[src/rtl/assert_macros.svh]
// Assertion macros shared by the key encoder RTL.
// Included by modules that carry concurrent checks.
`ifndef ASSERT_MACROS_SVH
`define ASSERT_MACROS_SVH
// Implication checked at every clock edge outside reset.
`define CHK_IMPL(label, clk, rst, a, c, msg) \
  label: assert property (@(posedge clk) disable iff (rst) (a) |-> (c)) else $error(msg);
// Next-cycle implication.
`define CHK_NEXT(label, clk, rst, a, c, msg) \
  label: assert property (@(posedge clk) disable iff (rst) (a) |=> (c)) else $error(msg);
`endif

[src/rtl/kenc_pkg.sv]
// Package for the key event encoder: payload structs, action codes, helpers.
// No dependencies.
`default_nettype none
package kenc_pkg;
  typedef struct packed {
    logic       cmd;
    logic [7:0] key_code;
    logic [8:0] scan_code;
    logic       shift_held;
    logic       alt_held;
    logic       ctrl_held;
    logic       app_cursor_mode;
    logic       newline_mode;
    logic       on_alternate_screen;
    logic       layout_has_text;
  } in_item_t;

  typedef struct packed {
    logic [15:0] code_unit;
    logic [3:0]  action;
    logic [2:0]  scroll_kind;
    logic        last;
  } out_item_t;

  typedef enum logic [3:0] {
    ACT_SEND = 4'd0, ACT_CONSUMED = 4'd1, ACT_UNHANDLED = 4'd2, ACT_CLOSE = 4'd3,
    ACT_SYSMENU = 4'd4, ACT_CTXMENU = 4'd5, ACT_COPY = 4'd6, ACT_PASTE = 4'd7,
    ACT_SCROLL = 4'd8, ACT_FULLSCREEN = 4'd9, ACT_LAYOUT = 4'd10
  } action_t;

  typedef enum logic [1:0] {
    NP_NONE = 2'd0, NP_ALONE = 2'd1, NP_OCT = 2'd2, NP_DEC = 2'd3
  } np_state_t;

  localparam logic [2:0] CFG_BS_DEL = 3'd0;
  localparam logic [2:0] CFG_ESC_FS = 3'd1;
  localparam logic [2:0] CFG_CLOSE_F4 = 3'd2;
  localparam logic [2:0] CFG_LONE_ALT = 3'd3;
  localparam logic [2:0] CFG_SCROLL_MODS = 3'd4;

  localparam int QueueDepth = 2;
  localparam int MaxBytes = 7;

  // Classified event: up to seven bytes or a single action.
  typedef struct packed {
    logic [6:0][15:0] bytes;
    logic [2:0]       count;   // number of items, 1..7
    logic [3:0]       action;
    logic [2:0]       scroll_kind;
  } job_t;

  function automatic logic [7:0] fkey_code(input logic [4:0] idx);
    logic [7:0] r;
    case (idx)
      5'd0: r = 8'd15;  5'd1: r = 8'd17;  5'd2: r = 8'd18;  5'd3: r = 8'd19;
      5'd4: r = 8'd20;  5'd5: r = 8'd21;  5'd6: r = 8'd23;  5'd7: r = 8'd24;
      5'd8: r = 8'd25;  5'd9: r = 8'd26;  5'd10: r = 8'd28; 5'd11: r = 8'd29;
      5'd12: r = 8'd31; 5'd13: r = 8'd32; 5'd14: r = 8'd33; 5'd15: r = 8'd34;
      5'd16: r = 8'd36; 5'd17: r = 8'd37; 5'd18: r = 8'd38; 5'd19: r = 8'd39;
      default: r = 8'd0;
    endcase
    return r;
  endfunction
endpackage
`default_nettype wire

[src/rtl/kenc_front.sv]
// Front end: accepts key events, keeps Alt+numpad state, builds a job.
// Depends on kenc_pkg.
`default_nettype none
module kenc_front (
  input  wire logic              clk,
  input  wire logic              rst,
  input  wire logic              in_valid,
  output logic                   in_ready,
  input  wire kenc_pkg::in_item_t in_data,
  input  wire logic              bs_del,
  input  wire logic              esc_fs,
  input  wire logic              close_f4,
  input  wire logic              lone_alt,
  input  wire logic [2:0]        scroll_mods,
  output logic                   job_valid,
  input  wire logic              job_ready,
  output kenc_pkg::job_t         job
);
  import kenc_pkg::*;

  np_state_t   np_state, np_state_next;
  logic [15:0] np_value, np_value_next;
  job_t        job_c;

  assign in_ready  = job_ready;
  assign job_valid = in_valid;
  assign job       = job_c;

  always_comb begin
    logic [2:0]  mods;
    logic [7:0]  key, digit, c, code, mch;
    logic [15:0] mul;
    logic        done, hasc;
    logic [2:0]  n;
    logic [6:0][15:0] b;
    mods = {in_data.ctrl_held, in_data.alt_held, in_data.shift_held};
    key = in_data.key_code;
    digit = key - 8'h60;
    mch = 8'h31 + {5'd0, mods};
    np_state_next = np_state;
    np_value_next = np_value;
    job_c = '0;
    done = 1'b0;
    n = 3'd0;
    b = '0;
    c = 8'd0;
    code = 8'd0;
    hasc = 1'b0;
    mul = (np_state == NP_OCT) ? {np_value[12:0], 3'b000}
                               : ({np_value[12:0], 3'b000} + {np_value[14:0], 1'b0});
    if (in_data.cmd) begin
      done = 1'b1;
      job_c.count = 3'd1;
      if (key != 8'h12) job_c.action = ACT_UNHANDLED;
      else if (np_state == NP_NONE) job_c.action = ACT_CONSUMED;
      else if (np_state == NP_ALONE) begin
        np_state_next = NP_NONE;
        if (lone_alt) begin
          job_c.action = ACT_SEND;
          job_c.bytes[0] = 16'h1B;
        end else job_c.action = ACT_CONSUMED;
      end else begin
        np_state_next = NP_NONE;
        job_c.action = ACT_SEND;
        job_c.bytes[0] = np_value;
      end
    end else begin
      if (np_state == NP_ALONE && digit < 8'd10) begin
        np_value_next = {8'd0, digit};
        np_state_next = (digit != 8'd0) ? NP_DEC : NP_OCT;
        done = 1'b1;
      end else if ((np_state == NP_OCT && digit < 8'd8) ||
                   (np_state == NP_DEC && digit < 8'd10)) begin
        np_value_next = mul + {8'd0, digit};
        done = 1'b1;
      end else begin
        np_state_next = (key == 8'h12 && !in_data.shift_held && !in_data.ctrl_held)
                        ? NP_ALONE : NP_NONE;
        if (np_state_next == NP_ALONE) done = 1'b1;
      end
      job_c.count = 3'd1;
      job_c.action = ACT_CONSUMED;
      if (!done) begin
        done = 1'b1;
        if (in_data.alt_held && !in_data.ctrl_held && key == 8'h73 && close_f4)
          job_c.action = ACT_CLOSE;
        else if (in_data.alt_held && !in_data.ctrl_held && key == 8'h20)
          job_c.action = ACT_SYSMENU;
        else if (key == 8'h5D) job_c.action = ACT_CTXMENU;
        else if (key == 8'h2D && mods == 3'd4) job_c.action = ACT_COPY;
        else if (key == 8'h2D && mods == 3'd1) job_c.action = ACT_PASTE;
        else if (!in_data.on_alternate_screen && mods == scroll_mods &&
                 (key == 8'h24 || key == 8'h23 || key == 8'h21 || key == 8'h22 ||
                  key == 8'h26 || key == 8'h28)) begin
          job_c.action = ACT_SCROLL;
          case (key)
            8'h24: job_c.scroll_kind = 3'd0;
            8'h23: job_c.scroll_kind = 3'd1;
            8'h21: job_c.scroll_kind = 3'd2;
            8'h22: job_c.scroll_kind = 3'd3;
            8'h26: job_c.scroll_kind = 3'd4;
            default: job_c.scroll_kind = 3'd5;
          endcase
        end else done = 1'b0;
      end
      if (!done && in_data.alt_held) begin
        done = 1'b1;
        case (key)
          8'h1B, 8'h13, 8'h03, 8'h09: job_c.action = ACT_UNHANDLED;
          8'h0D: job_c.action = in_data.ctrl_held ? ACT_UNHANDLED : ACT_FULLSCREEN;
          8'h08: begin
            if (in_data.ctrl_held) job_c.action = ACT_UNHANDLED;
            else begin
              b[0] = 16'h1B;
              b[1] = in_data.shift_held ? 16'h20 : (bs_del ? 16'h7F : 16'h08);
              n = 3'd2;
            end
          end
          default: done = 1'b0;
        endcase
      end else if (!done) begin
        done = 1'b1;
        case (key)
          8'h1B: begin
            b[0] = in_data.shift_held ? 16'h1D : (esc_fs ? 16'h1C : 16'h1B);
            n = 3'd1;
          end
          8'h13, 8'h03: begin
            c = (key == 8'h13) ? 8'h1D : 8'h1C;
            if (in_data.shift_held) begin
              b[0] = 16'h1B; b[1] = {8'd0, c}; n = 3'd2;
            end else begin
              b[0] = {8'd0, c}; n = 3'd1;
            end
            c = 8'd0;
          end
          8'h09: begin
            if (in_data.ctrl_held) begin
              b[0] = 16'h1B; b[1] = in_data.shift_held ? 16'h5B : 16'h4F;
              b[2] = 16'h7A; n = 3'd3;
            end else if (in_data.shift_held) begin
              b[0] = 16'h1B; b[1] = 16'h5B; b[2] = 16'h5A; n = 3'd3;
            end else begin
              b[0] = 16'h09; n = 3'd1;
            end
          end
          8'h0D: begin
            if (in_data.ctrl_held) begin
              if (in_data.shift_held) begin
                b[0] = 16'h1B; b[1] = 16'h1E; n = 3'd2;
              end else begin
                b[0] = 16'h1E; n = 3'd1;
              end
            end else if (in_data.shift_held) begin
              b[0] = 16'h0A; n = 3'd1;
            end else if (in_data.newline_mode) begin
              b[0] = 16'h0D; b[1] = 16'h0A; n = 3'd2;
            end else begin
              b[0] = 16'h0D; n = 3'd1;
            end
          end
          8'h08: begin
            if (in_data.ctrl_held) begin
              if (in_data.shift_held) begin
                b[0] = 16'h1B; b[1] = bs_del ? 16'h1F : 16'h7F; n = 3'd2;
              end else begin
                b[0] = bs_del ? 16'h1F : 16'h7F; n = 3'd1;
              end
            end else begin
              b[0] = bs_del ? 16'h7F : 16'h08; n = 3'd1;
            end
          end
          default: done = 1'b0;
        endcase
      end
      if (!done) begin
        done = 1'b1;
        c = 8'd0;
        case (key)
          8'h26: c = 8'h41; 8'h28: c = 8'h42; 8'h27: c = 8'h43; 8'h25: c = 8'h44;
          8'h0C: c = 8'h45; 8'hA7: c = 8'h46; 8'hA6: c = 8'h47;
          default: c = 8'd0;
        endcase
        if (c != 8'd0) begin
          b[0] = 16'h1B;
          if (mods == 3'd0) begin
            b[1] = in_data.app_cursor_mode ? 16'h4F : 16'h5B;
            b[2] = {8'd0, c}; n = 3'd3;
          end else begin
            b[1] = 16'h5B; b[2] = 16'h31; b[3] = 16'h3B; b[4] = {8'd0, mch};
            b[5] = {8'd0, c}; n = 3'd6;
          end
        end else begin
          case (key)
            8'h21: c = 8'h35; 8'h22: c = 8'h36; 8'h24: c = 8'h31;
            8'h23: c = 8'h34; 8'h2D: c = 8'h32; 8'h2E: c = 8'h33;
            default: c = 8'd0;
          endcase
          if (c != 8'd0) begin
            b[0] = 16'h1B; b[1] = 16'h5B; b[2] = {8'd0, c};
            if (mods != 3'd0) begin
              b[3] = 16'h3B; b[4] = {8'd0, mch}; b[5] = 16'h7E; n = 3'd6;
            end else begin
              b[3] = 16'h7E; n = 3'd4;
            end
          end else if (key >= 8'h70 && key <= 8'h73) begin
            c = key - 8'h70 + 8'h50;
            b[0] = 16'h1B;
            if (mods == 3'd0) begin
              b[1] = 16'h4F; b[2] = {8'd0, c}; n = 3'd3;
            end else begin
              b[1] = 16'h5B; b[2] = 16'h31; b[3] = 16'h3B; b[4] = {8'd0, mch};
              b[5] = {8'd0, c}; n = 3'd6;
            end
          end else if (key >= 8'h74 && key <= 8'h87) begin
            code = fkey_code(5'(key - 8'h74));
            b[0] = 16'h1B; b[1] = 16'h5B;
            b[2] = (code >= 8'd30) ? 16'h33 : (code >= 8'd20) ? 16'h32 : 16'h31;
            b[3] = {8'd0, 8'h30 + ((code >= 8'd30) ? code - 8'd30 :
                                    (code >= 8'd20) ? code - 8'd20 : code - 8'd10)};
            if (mods != 3'd0) begin
              b[4] = 16'h3B; b[5] = {8'd0, mch}; b[6] = 16'h7E; n = 3'd7;
            end else begin
              b[4] = 16'h7E; n = 3'd5;
            end
          end else if (key == 8'h20 && mods == 3'd4) begin
            b[0] = 16'h00; n = 3'd1;
          end else if (in_data.layout_has_text) begin
            job_c.action = ACT_LAYOUT;
          end else if (!in_data.ctrl_held) begin
            job_c.action = ACT_UNHANDLED;
          end else begin
            hasc = 1'b1;
            if (key >= 8'h30 && key <= 8'h39) c = key;
            else if (key >= 8'h60 && key <= 8'h69) c = key - 8'h30;
            else if (key >= 8'h6A && key <= 8'h6F) c = key - 8'h40;
            else if (key >= 8'hBB && key <= 8'hBE) c = key - 8'h90;
            else hasc = 1'b0;
            if (hasc) begin
              b[0] = 16'h1B;
              b[1] = (in_data.alt_held || in_data.shift_held) ? 16'h5B : 16'h4F;
              b[2] = {8'd0, c + 8'h40}; n = 3'd3;
            end else begin
              hasc = 1'b1;
              if (key == 8'h20 || (key >= 8'h41 && key <= 8'h5A)) c = key;
              else begin
                case (in_data.scan_code)
                  9'h2B, 9'h56: c = 8'h5C;
                  9'h1A: c = 8'h5B;
                  9'h1B: c = 8'h5D;
                  9'h28: c = 8'h5E;
                  9'h35: c = 8'h5F;
                  default: hasc = 1'b0;
                endcase
              end
              if (!hasc) job_c.action = ACT_UNHANDLED;
              else if (in_data.alt_held || in_data.shift_held) begin
                b[0] = 16'h1B; b[1] = {11'd0, c[4:0]}; n = 3'd2;
              end else begin
                b[0] = {11'd0, c[4:0]}; n = 3'd1;
              end
            end
          end
        end
      end
      if (n != 3'd0) begin
        job_c.action = ACT_SEND;
        job_c.bytes = b;
        job_c.count = n;
      end
    end
  end

  always_ff @(posedge clk) begin
    if (rst) begin
      np_state <= NP_NONE;
      np_value <= '0;
    end else if (in_valid && in_ready) begin
      np_state <= np_state_next;
      np_value <= np_value_next;
    end
  end
endmodule
`default_nettype wire

[src/rtl/kenc_queue.sv]
// Small job FIFO between the front end and the byte sequencer.
// Depends on kenc_pkg.
`default_nettype none
module kenc_queue #(
  parameter int Depth = kenc_pkg::QueueDepth
) (
  input  wire logic            clk,
  input  wire logic            rst,
  input  wire logic            wr_valid,
  output logic                 wr_ready,
  input  wire kenc_pkg::job_t  wr_data,
  output logic                 rd_valid,
  input  wire logic            rd_ready,
  output kenc_pkg::job_t       rd_data
);
  import kenc_pkg::*;
  localparam int Aw = (Depth > 1) ? $clog2(Depth) : 1;

  job_t           mem [Depth];
  logic [Aw-1:0]  wptr, rptr;
  logic [Aw:0]    cnt;
  logic           wr_en, rd_en;

  assign wr_ready = (cnt != (Aw+1)'(Depth));
  assign rd_valid = (cnt != '0);
  assign rd_data  = mem[rptr];
  assign wr_en    = wr_valid && wr_ready;
  assign rd_en    = rd_valid && rd_ready;

  always_ff @(posedge clk) begin
    if (wr_en) mem[wptr] <= wr_data;
  end

  always_ff @(posedge clk) begin
    if (rst) begin
      wptr <= '0;
      rptr <= '0;
      cnt  <= '0;
    end else begin
      if (wr_en) wptr <= (wptr == Aw'(Depth - 1)) ? '0 : wptr + Aw'(1);
      if (rd_en) rptr <= (rptr == Aw'(Depth - 1)) ? '0 : rptr + Aw'(1);
      cnt <= cnt + (Aw+1)'(wr_en) - (Aw+1)'(rd_en);
    end
  end

  `include "assert_macros.svh"
  `CHK_IMPL(a_cnt_bound, clk, rst, 1'b1, cnt <= (Aw+1)'(Depth), "queue count overflow")
  `CHK_NEXT(a_full_hold, clk, rst, (!rd_en && wr_en && cnt == (Aw+1)'(Depth - 1)), !wr_ready, "queue full not flagged")
endmodule
`default_nettype wire

[src/rtl/kenc_back.sv]
// Back end: plays one job out as result transactions, one per cycle while out_ready is high.
// Depends on kenc_pkg.
`default_nettype none
module kenc_back (
  input  wire logic              clk,
  input  wire logic              rst,
  input  wire logic              job_valid,
  output logic                   job_ready,
  input  wire kenc_pkg::job_t    job,
  output logic                   out_valid,
  input  wire logic              out_ready,
  output kenc_pkg::out_item_t    out_data
);
  import kenc_pkg::*;

  logic [2:0] idx;
  logic       last_c;

  assign last_c    = (idx + 3'd1 == job.count);
  assign out_valid = job_valid;
  assign job_ready = out_ready && last_c;
  assign out_data.code_unit   = job.bytes[idx];
  assign out_data.action      = job.action;
  assign out_data.scroll_kind = job.scroll_kind;
  assign out_data.last        = last_c;

  always_ff @(posedge clk) begin
    if (rst) idx <= '0;
    else if (out_valid && out_ready) idx <= last_c ? 3'd0 : idx + 3'd1;
  end

  `include "assert_macros.svh"
  `CHK_IMPL(a_idx_range, clk, rst, job_valid, idx < job.count, "byte index past job end")
endmodule
`default_nettype wire

[src/rtl/key_event_to_vt_sequence_encoder_top.sv]
// Key event encoder: turns key-down/up events into xterm-style byte
// sequences or single action codes. An event is classified in the cycle it is
// accepted and queued; the sequencer then emits its results (1 to 7) one per
// cycle while out_ready is high. Input is taken while the queue (QDepth jobs,
// two by default) has room.
// Depends on kenc_pkg, kenc_front, kenc_queue, kenc_back.
`default_nettype none
module key_event_to_vt_sequence_encoder_top #(
  parameter int QDepth = kenc_pkg::QueueDepth
) (
  input  wire logic                 clk,
  input  wire logic                 rst,
  input  wire logic                 in_valid,
  output logic                      in_ready,
  input  wire kenc_pkg::in_item_t   in_data,
  output logic                      out_valid,
  input  wire logic                 out_ready,
  output kenc_pkg::out_item_t       out_data,
  input  wire logic                 cfg_valid,
  output logic                      cfg_ready,
  input  wire logic [2:0]           cfg_index,
  input  wire logic [2:0]           cfg_data
);
  import kenc_pkg::*;

  logic       bs_del, esc_fs, close_f4, lone_alt;
  logic [2:0] scroll_mods;
  logic       fj_valid, fj_ready, bj_valid, bj_ready;
  job_t       fjob, bjob;

  assign cfg_ready = 1'b1;

  always_ff @(posedge clk) begin
    if (rst) begin
      bs_del <= 1'b0; esc_fs <= 1'b0; close_f4 <= 1'b1; lone_alt <= 1'b0;
      scroll_mods <= 3'd1;
    end else if (cfg_valid) begin
      case (cfg_index)
        CFG_BS_DEL:      bs_del <= cfg_data[0];
        CFG_ESC_FS:      esc_fs <= cfg_data[0];
        CFG_CLOSE_F4:    close_f4 <= cfg_data[0];
        CFG_LONE_ALT:    lone_alt <= cfg_data[0];
        CFG_SCROLL_MODS: scroll_mods <= cfg_data;
        default: ;
      endcase
    end
  end

  kenc_front u_front (
    .clk, .rst, .in_valid, .in_ready, .in_data,
    .bs_del, .esc_fs, .close_f4, .lone_alt, .scroll_mods,
    .job_valid(fj_valid), .job_ready(fj_ready), .job(fjob)
  );

  kenc_queue #(.Depth(QDepth)) u_queue (
    .clk, .rst, .wr_valid(fj_valid), .wr_ready(fj_ready), .wr_data(fjob),
    .rd_valid(bj_valid), .rd_ready(bj_ready), .rd_data(bjob)
  );

  kenc_back u_back (
    .clk, .rst, .job_valid(bj_valid), .job_ready(bj_ready), .job(bjob),
    .out_valid, .out_ready, .out_data
  );
endmodule
`default_nettype wire
[config.mk]
export PLATFORM = sky130hd
export DESIGN_NAME = key_event_to_vt_sequence_encoder_top
export DESIGN_NICKNAME = d
export VERILOG_FILES = /design/src/rtl/kenc_pkg.sv /design/src/rtl/kenc_front.sv /design/src/rtl/kenc_queue.sv /design/src/rtl/kenc_back.sv /design/src/rtl/key_event_to_vt_sequence_encoder_top.sv
export VERILOG_INCLUDE_DIRS = /design/src /design/src/rtl
export SDC_FILE = /design/constraint.sdc
export NUM_CORES = 1
export LEC_CHECK = 0
export ABC_AREA = 1
export BUFFER_PORTS_ARGS = -buffer_cell sky130_fd_sc_hd__clkbuf_2
export CORE_ASPECT_RATIO = 0.6
export CORE_UTILIZATION = 58
export CTS_BUF_LIST = sky130_fd_sc_hd__clkbuf_8
export DETAILED_ROUTE_END_ITERATION = 6
export PLACE_DENSITY = 0.79
export REMOVE_ABC_BUFFERS = 1
export SLEW_MARGIN = 20
export SYNTH_ARGS = -nofsm -noshare
export SYNTH_HDL_FRONTEND = slang
export SYNTH_SLANG_ARGS = --single-unit
[constraint.sdc]
create_clock -name clk -period 3.6 [get_ports clk]
set_input_delay 0.18 -clock clk [delete_from_list [all_inputs] [get_ports clk]]
set_output_delay 0.18 -clock clk [all_outputs]
set_load 0.01 [all_outputs]
==> key figures <==
Global routing
  • Vias in the first global route: about 11000
  • Total grt overflow: 0
  • Met1 Use GR: 0.570
  • First-pass GRT wire length: 59600 µm
  • GRT Overall Usage: 0.365
  • Initial antenna violation count: 0
  • Pin count of the biggest net entering global routing: 55
  • Grt met3 use: 0.107
  • Met2 usage: 0.488
  • GR peak layer: met1

Routing
  • Drt first-iter violations: between 1500 and 2000
  • Vias: about 12000
  • Wire length per cell: around 19 µm
  • DRC viols: 1
  • Routed Wire Length: between 30000 and 40000 µm
  • Final ANT Viol Nets: 0
  • 1st-pass router iterations: 7
  • Detail-routed via count per cell: between 5 and 6

Die
  • Die Ht: between 100 and 150 µm
  • Area of the die: ~0.021 mm²
  • IO Pins: between 60 and 70
  • DIE WIDTH: about 190 µm
  • Area of the core: 0.0202 mm²
  • Initial Util: 0.597
  • Row cnt: 40

Synthesis
  • Asr flop ratio synth: 0
  • Synth cell types: 58
  • Largest area contributor in the netlist: edfxtp_1
  • Sequential area share after synthesis: 0.373
  • Register bit total from synthesis: 161
  • Synth Area per Inst: approximately 7.3 µm²
  • Mapped Area: between 0.01 and 0.015 mm²
  • Cells after Synth: about 1600
  • Synth area leaders: edfxtp_1 32%, nand2_1 13%, ha_1 6.6%, nor2_1 6.3%, o21ai_0 5.8%
  • EDFF count, synth: about 130
  • Ys flop type: edfxtp_1
  • Ys Warns: 0
  • Share of the synthesized area in the top cell type: 0.318

Outcome
  • Failing checks: DRC
  • Outcome: finished with violations

STA
  • Clk_skew: 0.0202 ns
  • Hold Slack: between 0.03 and 0.04 ns
  • Endpoints failing setup: 0
  • Max Clk Rate: a little under 300 MHz
  • Final Hold Viols: 0
  • Post-route setup TNS: 0 ns
  • Least-Margin Pin Slew: about 0.80 ns
  • Period utilization: 0.931
  • Worst slew margin: 0.463
  • Setup WS post-layout: 0.249 ns
  • Minimum clock period: between 3 and 4 ns
  • Max Transition Viols Final: 0

Worst setup path
  • Critical-path cell list: ha_1, fa_1, nand3_1, nand2_1, a21oi_1, o21ai_0, o21ai_0, inv_1, ha_1, nand4_1, o221ai_2, nand3_1, nor2_1, nand2_1, nor2_2, nand2_1, nand2_1, nand3_1, a21oi_1
  • WP data arrival: around 3.7 ns
  • CP max stage cell: fa_1
  • Setup CP Type: flop to flop
  • R2r startpoint: u_front.np_value[0]
  • CP Launch Type: flop
  • Critical path's largest stage delay: between 0.4 and 0.5 ns
  • Setup crit end kind: flop
  • Worst Setup SP: u_front.np_value[0]
  • CP max FO: 5
  • Most common cell on crit path: nand2_1
  • Critical Path RT: ~4 ns

Finish
  • Utilization after layout: 0.666
  • Post-layout nets: 1847
  • Layout Cells excl Fill: about 2000
  • Share of layout cells above drive strength 1: 0.145
  • # diodes: 0
  • Layout area overhead: 11.5%

Hold path
  • Worst Min Path Start: cfg_data[0]
  • Worst hold-check path type: input pin to flop

Clock tree
  • CTS tree: built
  • CTS Sinks: about 160
  • Clock latency on the worst-skew pair: between 0.4 and 0.5 ns
  • CTS max path bufs: 2
  • CTS H-tree depth: 4
  • Root Buffer: clkbuf_8
  • TritonCTS Buffers: 17
  • Clock transition at path regs: 0.10 ns

Power
  • Power share of the clock group: 0.223
  • Psw: around 0.0023 W
  • Peak supply drop: around 0.44 mV
  • Sw Ratio: 0.391
  • Share of power burned in registers: 0.413
  • P_leak: just over 6 nW
  • Internal power: about 0.0036 W
  • Pwr dens: between 400 and 500 mW/mm²
  • Logic pwr share: 0.364

Placement
  • Buffers on Ports: 61
  • Detailed Place HPWL: between 30000 and 40000 µm
  • DP Worst Slack: a little under 0.2 ns
  • Final RePlAce weighted congestion: 1.04
  • Placed cells: 1993

Job
  • Max Cap Viol: 0
-- cells in the mapped netlist (11+ instances only) --
library cell and count:
inv_1 150, dfxtp_1 33, a31oi_1 15, o21ai_0 139, xor2_1 14, nand4_1 25
o22ai_1 23, nand2_2 11, nand3_1 111, a21oi_1 86, o211ai_1 14, clkbuf_1 31
nor2_2 12, edfxtp_1 128, ha_1 64, nand2_1 416, inv_2 22, nor2_1 202
nor3_1 16
-- cell usage in the layout (no fill, tap or decap), types with 7 or more instances in the layout --
cell type,n
edfxtp_1,128
clkbuf_2,61
nor2_4,11
nand3_1,111
o21ai_0,139
dfxtp_1,31
a211oi_1,8
nor2_1,197
xor2_1,14
a21oi_1,86
o22ai_1,23
buf_4,55
clkbuf_8,18
inv_2,22
nand2_1,416
nand2_2,11
ha_1,63
a31oi_1,15
nor2_2,15
nor3_1,16
o21ai_1,8
o221ai_1,8
nand4_1,25
inv_1,150
nand3_2,10
or2_2,7
o211ai_1,14
-- registers in the layout, indices dropped and copies added, names as in the netlist, named ones only --
signal	cells
scroll_mods	3
u_queue.wptr	1
u_back.idx	3
esc_fs	1
u_front.np_value	16
u_queue.mem	128
u_queue.rptr	1
close_f4	1
lone_alt	1
bs_del	1
u_queue.cnt	2
u_front.np_state	2
-- metrics by stage --
step / instance area [µm²] / total power [W]
4_1_cts: 13500 / 0.00592
3_5_place_dp: 13000 / 0.00462
6_report: 13500 / 0.00594
5_1_grt: 13500 / 0.00624
2_1_floorplan: 11900 / 0.00376
3_3_place_gp: 13000 / 0.00458
-- layer usage --
layer | vias up | part of all wire
li1 | 5783 | -
met1 | 5477 | 0.47
met2 | 750 | 0.38
met3 | 47 | 0.14
met4 | 0 | 0.014
met5 | - | 0
-- power groups by stage --
stage / combinational (W) / clock (W) / sequential, W
2_1_floorplan: 0.00126 / 0 / 0.00251
3_3_place_gp: 0.00209 / 0 / 0.00249
3_5_place_dp: 0.00212 / 0 / 0.00250
4_1_cts: 0.00213 / 0.00133 / 0.00245
5_1_grt: 0.00236 / 0.00140 / 0.00248
6_report: 0.00216 / 0.00132 / 0.00246
-- worst max-delay path, delay by kind of cell, from the launching register on --
family	cells	cell delay, ns
AND/OR/NAND/NOR	10	1.18
adder cells (fa/ha/maj)	3	0.99
flip-flops	1	0.38
AO/OA/AOI/OAI	5	0.68
buffers and inverters	1	0.06
-- cells by family after synthesis --
logic type	synth area share
buffers and inverters	0.0742
AOI/OAI and AO/OA	0.162
DFF	0.373
other	0.000310
xor gates and xnor gates	0.0131
and+or+nand+nor	0.308
adders and majority gates	0.0696
-- area by class of cell --
| type | count | area (µm²) |
|---|---|---|
| Multi-Input combinational cell | 1261 | 6710 |
| Fill cell | 1754 | 6750 |
| Inverter | 179 | 679 |
| Clock inverter | 14 | 144 |
| Timing Repair Buffer | 125 | 838 |
| Clock buffer | 18 | 248 |
| Sequential cell | 161 | 4510 |
| Tap cell | 273 | 342 |
-- repair_timing --
action                                  4_1_cts  5_1_grt
resized for setup                             0        6
endpoints found under the hold margin         4        0
hold buffers                                  6        0
buffers inserted                              0        0
endpoints found under the setup margin        0        4
-- worst paths after layout --
kind                     endpoint  slack, ns  cells past startpoint
min                        esc_fs       0.04                      3
max reg2reg  u_front.np_value[14]       0.25                     19
min reg2reg  u_front.np_value[15]       0.49                      2
max          u_front.np_value[14]       0.25                     19
Note: power is estimated with default switching activity, not from simulation.
